**config.mk**
```make
export PLATFORM = sky130hd
export DESIGN_NAME = btop_ctrl
export DESIGN_NICKNAME = d
export VERILOG_FILES = /design/src/sv/btop_pkg.sv /design/src/sv/btop_ctrl.sv
export SDC_FILE = /design/constraint.sdc
export NUM_CORES = 1
export LEC_CHECK = 0
export BUFFER_PORTS_ARGS = -buffer_cell sky130_fd_sc_hd__buf_2
export CORE_MARGIN = 3
export CORE_UTILIZATION = 35
export DETAILED_ROUTE_END_ITERATION = 8
export HOLD_SLACK_MARGIN = 0.08
export PLACE_DENSITY_LB_ADDON = 0.3
export SYNTH_ARGS = -nofsm -noshare
export SYNTH_HDL_FRONTEND = slang
export SYNTH_SLANG_ARGS = --single-unit
export TNS_END_PERCENT = 50
```
**constraint.sdc**
```tcl
create_clock -name aclk -period 2.5 [get_ports aclk]
set_input_delay 0.5 -clock aclk [delete_from_list [all_inputs] [get_ports aclk]]
set_output_delay 0.5 -clock aclk [all_outputs]
set_load 0.01 [all_outputs]
```
**src/sv/btop_pkg.sv**
```systemverilog
// btop_pkg: shared types, constants and arithmetic helpers for the binomial pricer
// used by btop_dp, btop_ctrl and binomial_tree_option_pricer; no dependencies
`default_nettype none

package btop_pkg;

    localparam int PRICE_W  = 32;
    localparam int FRAC     = 30;
    localparam int FACTOR_W = 32;
    localparam int PROD_W   = 64;

    localparam logic [30:0] ONE_FACTOR = 31'h4000_0000;

    // configuration register indexes (word address)
    localparam logic [2:0] REG_UP_FACTOR   = 3'd0;
    localparam logic [2:0] REG_DOWN_FACTOR = 3'd1;
    localparam logic [2:0] REG_UP_PROB     = 3'd2;
    localparam logic [2:0] REG_STEP_DISC   = 3'd3;
    localparam logic [2:0] REG_STEPS       = 3'd4;
    localparam logic [2:0] REG_IS_PUT      = 3'd5;
    localparam logic [2:0] REG_IS_AMERICAN = 3'd6;

    // multiplier operand selection
    typedef enum logic [2:0] {
        MS_P_D      = 3'd0,
        MS_P_U      = 3'd1,
        MS_Q_VHI    = 3'd2,
        MS_NQ_VLO   = 3'd3,
        MS_MIX_DISC = 3'd4,
        MS_PR_U     = 3'd5
    } mul_sel_t;

    // command word from controller to datapath
    typedef struct packed {
        logic     load;
        logic     mul_en;
        mul_sel_t mul_sel;
        logic     acc_en;
        logic     mix_en;
        logic     hold_en;
        logic     p_upd;
        logic     leaf_wr;
        logic     node_wr;
        logic     vlo_ld;
        logic     vhi_ld;
        logic     res_ld;
    } dp_cmd_t;

    // drop fraction bits, clip at the price maximum; msb is the clip flag
    function automatic logic [PRICE_W:0] sat_shift(input logic [PROD_W-1:0] w);
        logic [PRICE_W:0] r;
        if (w[PROD_W-1:FRAC+PRICE_W] != '0) begin
            r = {1'b1, {PRICE_W{1'b1}}};
        end else begin
            r = {1'b0, w[FRAC+PRICE_W-1:FRAC]};
        end
        return r;
    endfunction

    // call or put payoff, floored at zero
    function automatic logic [PRICE_W-1:0] payoff(input logic [PRICE_W-1:0] p,
                                                  input logic [PRICE_W-1:0] x,
                                                  input logic               put);
        logic [PRICE_W-1:0] r;
        if (put) begin
            r = (x > p) ? x - p : '0;
        end else begin
            r = (p > x) ? p - x : '0;
        end
        return r;
    endfunction

endpackage

`default_nettype wire

```
**src/sv/btop_ctrl.sv**
```systemverilog
// btop_ctrl: sequencer of the binomial pricer, walks leaves and tree levels
// depends on btop_pkg; drives btop_dp
`default_nettype none

module btop_ctrl #(
    parameter int MAX_STEPS = 1024,
    parameter int AW        = $clog2(MAX_STEPS + 1)
) (
    input  wire logic              aclk,
    input  wire logic              aresetn,
    input  wire logic              s_valid,
    output logic                   s_ready,
    output logic                   m_valid,
    input  wire logic              m_ready,
    input  wire logic [AW-1:0]     n_steps,
    output btop_pkg::dp_cmd_t      cmd,
    output logic      [AW-1:0]     addr_v,
    output logic      [AW-1:0]     addr_p,
    output logic      [AW-1:0]     addr_w
);

    typedef enum logic [20:0] {
        ST_IDLE     = 21'h000001,
        ST_DOWN_MUL = 21'h000002,
        ST_DOWN_UPD = 21'h000004,
        ST_LEAF_WR  = 21'h000008,
        ST_LEAF_M1  = 21'h000010,
        ST_LEAF_U1  = 21'h000020,
        ST_LEAF_M2  = 21'h000040,
        ST_LEAF_U2  = 21'h000080,
        ST_LVL_RD   = 21'h000100,
        ST_LVL_LD   = 21'h000200,
        ST_N_RD     = 21'h000400,
        ST_N_LD     = 21'h000800,
        ST_N_M1     = 21'h001000,
        ST_N_M2     = 21'h002000,
        ST_N_MIX    = 21'h004000,
        ST_N_M3     = 21'h008000,
        ST_N_HOLD   = 21'h010000,
        ST_N_WR     = 21'h020000,
        ST_FIN_RD   = 21'h040000,
        ST_FIN_LD   = 21'h080000,
        ST_SPARE    = 21'h100000
    } state_t;

    state_t        state_reg, state_next;
    logic [AW-1:0] cnt_reg, cnt_next;
    logic [AW-1:0] t_reg, t_next;
    logic [AW-1:0] j_reg, j_next;
    logic          mv_reg, mv_next;
    logic          out_free;

    assign out_free = !mv_reg || m_ready;

    // next state and command decode
    always_comb begin
        state_next = state_reg;
        cnt_next   = cnt_reg;
        t_next     = t_reg;
        j_next     = j_reg;
        mv_next    = mv_reg && !m_ready;
        cmd        = '0;
        cmd.mul_sel = btop_pkg::MS_P_D;
        addr_v     = '0;
        addr_p     = '0;
        addr_w     = '0;
        unique case (state_reg)
            ST_IDLE: begin
                if (s_valid) begin
                    cmd.load   = 1'b1;
                    cnt_next   = '0;
                    state_next = (n_steps == '0) ? ST_LEAF_WR : ST_DOWN_MUL;
                end
            end
            ST_DOWN_MUL: begin
                cmd.mul_en = 1'b1;
                cmd.mul_sel = btop_pkg::MS_P_D;
                state_next = ST_DOWN_UPD;
            end
            ST_DOWN_UPD: begin
                cmd.p_upd = 1'b1;
                cnt_next  = cnt_reg + 1'b1;
                state_next = (cnt_reg + 1'b1 == n_steps) ? ST_LEAF_WR : ST_DOWN_MUL;
                if (cnt_reg + 1'b1 == n_steps) cnt_next = '0;
            end
            ST_LEAF_WR: begin
                cmd.leaf_wr = 1'b1;
                addr_w      = cnt_reg;
                if (cnt_reg == n_steps) begin
                    t_next     = n_steps;
                    j_next     = '0;
                    state_next = (n_steps == '0) ? ST_FIN_RD : ST_LVL_RD;
                end else begin
                    state_next = ST_LEAF_M1;
                end
            end
            ST_LEAF_M1: begin
                cmd.mul_en = 1'b1;
                cmd.mul_sel = btop_pkg::MS_P_U;
                state_next = ST_LEAF_U1;
            end
            ST_LEAF_U1: begin
                cmd.p_upd  = 1'b1;
                state_next = ST_LEAF_M2;
            end
            ST_LEAF_M2: begin
                cmd.mul_en = 1'b1;
                cmd.mul_sel = btop_pkg::MS_P_U;
                state_next = ST_LEAF_U2;
            end
            ST_LEAF_U2: begin
                cmd.p_upd  = 1'b1;
                cnt_next   = cnt_reg + 1'b1;
                state_next = ST_LEAF_WR;
            end
            ST_LVL_RD: begin
                addr_v     = '0;
                state_next = ST_LVL_LD;
            end
            ST_LVL_LD: begin
                cmd.vlo_ld = 1'b1;
                state_next = ST_N_RD;
            end
            ST_N_RD: begin
                addr_v     = j_reg + 1'b1;
                addr_p     = j_reg;
                state_next = ST_N_LD;
            end
            ST_N_LD: begin
                cmd.vhi_ld = 1'b1;
                state_next = ST_N_M1;
            end
            ST_N_M1: begin
                cmd.mul_en = 1'b1;
                cmd.mul_sel = btop_pkg::MS_Q_VHI;
                state_next = ST_N_M2;
            end
            ST_N_M2: begin
                cmd.acc_en = 1'b1;
                cmd.mul_en = 1'b1;
                cmd.mul_sel = btop_pkg::MS_NQ_VLO;
                state_next = ST_N_MIX;
            end
            ST_N_MIX: begin
                cmd.mix_en = 1'b1;
                state_next = ST_N_M3;
            end
            ST_N_M3: begin
                cmd.mul_en = 1'b1;
                cmd.mul_sel = btop_pkg::MS_MIX_DISC;
                state_next = ST_N_HOLD;
            end
            ST_N_HOLD: begin
                cmd.hold_en = 1'b1;
                cmd.mul_en  = 1'b1;
                cmd.mul_sel = btop_pkg::MS_PR_U;
                state_next  = ST_N_WR;
            end
            ST_N_WR: begin
                cmd.node_wr = 1'b1;
                addr_w      = j_reg;
                if (j_reg + 1'b1 == t_reg) begin
                    j_next = '0;
                    if (t_reg == AW'(1)) begin
                        state_next = ST_FIN_RD;
                    end else begin
                        t_next     = t_reg - 1'b1;
                        state_next = ST_LVL_RD;
                    end
                end else begin
                    j_next     = j_reg + 1'b1;
                    state_next = ST_N_RD;
                end
            end
            ST_FIN_RD: begin
                state_next = ST_FIN_LD;
            end
            ST_FIN_LD: begin
                if (out_free) begin
                    cmd.res_ld = 1'b1;
                    mv_next    = 1'b1;
                    state_next = ST_IDLE;
                end
            end
            ST_SPARE: begin
                state_next = ST_IDLE;
            end
            default: begin
                state_next = ST_IDLE;
            end
        endcase
    end

    // state registers
    always_ff @(posedge aclk) begin
        if (!aresetn) begin
            state_reg <= ST_IDLE;
            cnt_reg   <= '0;
            t_reg     <= '0;
            j_reg     <= '0;
            mv_reg    <= 1'b0;
        end else begin
            state_reg <= state_next;
            cnt_reg   <= cnt_next;
            t_reg     <= t_next;
            j_reg     <= j_next;
            mv_reg    <= mv_next;
        end
    end

    assign s_ready = (state_reg == ST_IDLE);
    assign m_valid = mv_reg;

    // node index stays inside the current level
    a_node_in_level: assert property (@(posedge aclk) disable iff (!aresetn)
        (state_reg == ST_N_RD) |-> (j_reg < t_reg))
        else $error("node index beyond level");

    // down walk never runs past the step count
    a_down_bound: assert property (@(posedge aclk) disable iff (!aresetn)
        (state_reg == ST_DOWN_MUL) |-> (cnt_reg < n_steps))
        else $error("down walk overran");

    // an accepted item starts work
    a_start: assert property (@(posedge aclk) disable iff (!aresetn)
        (s_valid && s_ready) |=> (state_reg != ST_IDLE))
        else $error("item accepted but not started");

    // result capture raises valid
    a_result: assert property (@(posedge aclk) disable iff (!aresetn)
        cmd.res_ld |=> m_valid)
        else $error("result captured without valid");

    // no result is overwritten while waiting
    a_no_overrun: assert property (@(posedge aclk) disable iff (!aresetn)
        (cmd.res_ld && m_valid) |-> m_ready)
        else $error("pending result overwritten");

endmodule

`default_nettype wire

```
==> reports/metrics.cfg <==
[route]
ant_nets=0
vias=4755
wl_per_cell_um=17.2
firstDrtPassIters=5
drc=0
via_per_inst=5.69
drtIter0Drc=390
routed_wl_mm=14.4

[worst_setup_path]
max_stage_delay_ns=0.53
rr_endpoint=t_reg[9]
r2r_start=state_reg[8]
worst-setup-path-type=reg -> out
cp-start-kind=flip-flop
path_cells=nor4_4 > nand4_2 > or4_4 > buf_8 > o21ai_4 > buf_6
crit_fanout=7
worst_setup_path_end_kind=output port
cp_slowest_cell=or4_4
arrival_ns=2.15
worstPathRequired_ns=2.00
r2r_cells=10
regToRegSetupSlack_ns=-0.04

[place]
gp_congestion=0.946
dp.final_hpwl_mm=10.8
placed_cell_area_um2=5280
dpl.cell_count=807
io_buffers=63
pre_cts_slack_ns=-0.0997

[clock_tree]
cts_buffers=5
numClockSinks=54
cts.path.max_buffers=2
root_buffer=clkbuf_16
h-tree-depth=2
clk_latency_ns=0.30
cts_tree=built
path_clk_slew_ns=0.07

[logic_synthesis]
synth-edff-count=0
ys.flop_type=dfxtp_1
synthAdderAreaFrac_pct=1.19
yosysTopAreaCell=dfxtp_1
yosysWarnings=0
synth-simple-area-share_pct=37.9
syn_area_per_cell_um2=7.85
synth.area.top_cells=dfxtp_1 26%, xnor2_1 6.9%, nor2_1 5.6%
synth_area_um2=4210
synth_most_common_cell=nor2_1
yosysSeqAreaShare_pct=25.7
yosys-top-cells-count=63 x nor2_1, 54 x dfxtp_1, 42 x nand2_1
ys_ff_latch=54
synth_top_area_share_pct=25.7
async_flop_share_pct=0
syn_inst=536
synth_xor_area_share_pct=10.2
synth_top_family_by_area=simple AND/OR/NAND/NOR gates
synth_compound_area_share_pct=18.1
synthMuxAreaShare_pct=0.951
synth_fp_nets=555
ys_types=82

[power]
vdd_drop_max_mv=0.266
intPower_uw=1510
power_frac_comb_pct=25.5
p_sw_uw=660
switching_share_pct=30.4
p_seq_share_pct=41.0
power_density_nw_per_um2=370
pwr-share-clk_pct=33.5
leakagePower_uw=0.00252

[grt]
grt_remaining_overflow=0
grt_usage_pct=21.6
antenna_found_initial=0
grt_first_pass_wirelength_mm=23.1
grt_pass1_vias=4561
grt_max_degree=28

[final_layout]
largest_reg_flops=20
synthToLayoutAreaGrowth_pct=39.4
fill_cells=1100
layout-drive-gt1-share_pct=38.0
n_antenna_cell=0
layoutNonFillerInstCount=836
regArea_um2=1090
layout.nets=711
multi_input_area_um2=3110
final_cell_area_um2=5870

[sta]
final-hold-violation-count=0
period_needed_ns=2.65
fin_ws_ns=-0.152
max_freq_mhz=377
slew_viol_final=0
grt_setup_unrepaired=true
setup_viol=30
skew_ns=0.00947
fin_tns_setup_ns=-1.38
hold_slack_ns=0.548
slew_headroom_pct=49.8
worstMarginPinSlew_ns=0.751
fin_crit_sh_pct=106

[floorplanning]
fp.dieW_um=116
start_util_pct=36.4
dieArea_um2=13400
core_area_um2=11600
num_rows=39
die_y_um=116
io_pins=64

[hold_path]
whs_path_depth=3
worstHoldStart=m_ready
hold_path_class=in -> reg
min_to=m_valid

[outcome]
outcome=complete, but fails checks
violations=negative setup slack

[run]
drv_cap=0

==> cell families (layout without fill, tap and decap cells) <==
group | count (synthesis) | in the layout
AND/OR/NAND/NOR | 272 | 272
AO/OA/AOI/OAI | 104 | 104
flip-flops | 54 | 54
XOR/XNOR | 49 | 49
buffers and inverters | 49 | 206
adder cells (fa/ha/maj) | 4 | 4
multiplexers | 4 | 4
==> power groups by stage <==
stage          sequential [uW]  combinational, uW  clock [uW]
6_report                   891                552         727
5_1_grt                    892                603         768
4_1_cts                    891                512         743
3_5_place_dp               912                449           0
3_3_place_gp               911                439           0
2_1_floorplan              917                262           0
==> timing repair <==
action,4_1_cts,5_1_grt
cloned,0,1
setup endpoints to repair,61,80
buffers inserted,12,8
pin swaps,14,18
gates resized for setup,32,37
hold buffers,0,0
==> routing by layer <==
metal	GRT usage [%]	part of all wire, %	vias to the layer above
li1	-	-	2262
met1	30.8	46	2269
met2	32.6	44	197
met3	3.92	7.3	27
met4	8.20	2.2	0
met5	0	0	-
==> cells in the final DEF, fill, tap and decap left out, types with 9 or more instances in the layout <==
cell type  count
nor2b_1       11
nand2b_1      10
nand4_1        9
nor2_1        60
buf_4        109
o21ai_0       13
nand3_1       29
inv_1         14
xnor2_1       32
a21oi_1       13
and2_1        14
xor2_1        15
nor3_1        14
nor4_4         9
nand2_1       41
dfxtp_1       45
buf_2         62
==> worst max-delay path: cells and delay by family (launching register included) <==
family / cells / cell delay, ns
AO/OA/AOI/OAI: 1 / 0.17
flip-flops: 1 / 0.34
AND/OR/NAND/NOR: 3 / 1.05
buffers and inverters: 2 / 0.30
==> worst max path at each step <==
stage | start | end | slack [ns] | cells after the start
CTS | state_reg[7] | addr_w[6] | -0.13 | 6
finish | state_reg[8] | addr_w[6] | -0.15 | 6
global placement | j_reg[0] | t_reg[1] | -0.07 | 9
floorplan | state_reg[1] | addr_w[6] | -0.02 | 8
detailed placement | j_reg[0] | t_reg[1] | -0.1 | 9
global route | state_reg[4] | cmd[12] | -0.23 | 9
==> final cells by class <==
cell class | instances | area share [%]
clock buffers | 6 | 2.37
repair inverters | 1 | 0.107
repair buffers | 180 | 21.3
clock inverters | 2 | 0.213
multi-input cells | 433 | 53.1
well taps | 143 | 3.05
inverters | 17 | 1.22
flip-flops and latches | 54 | 18.7
==> through the flow <==
| step | power, uW | utilization [%] |
|---|---|---|
| detailed placement | 1360 | 45.7 |
| finish | 2170 | 50.7 |
| CTS | 2150 | 48.9 |
| floorplan | 1180 | - |
| global placement | 1350 | 45.7 |
| global route | 2260 | 50.7 |
(Power assumes the default switching activity.)
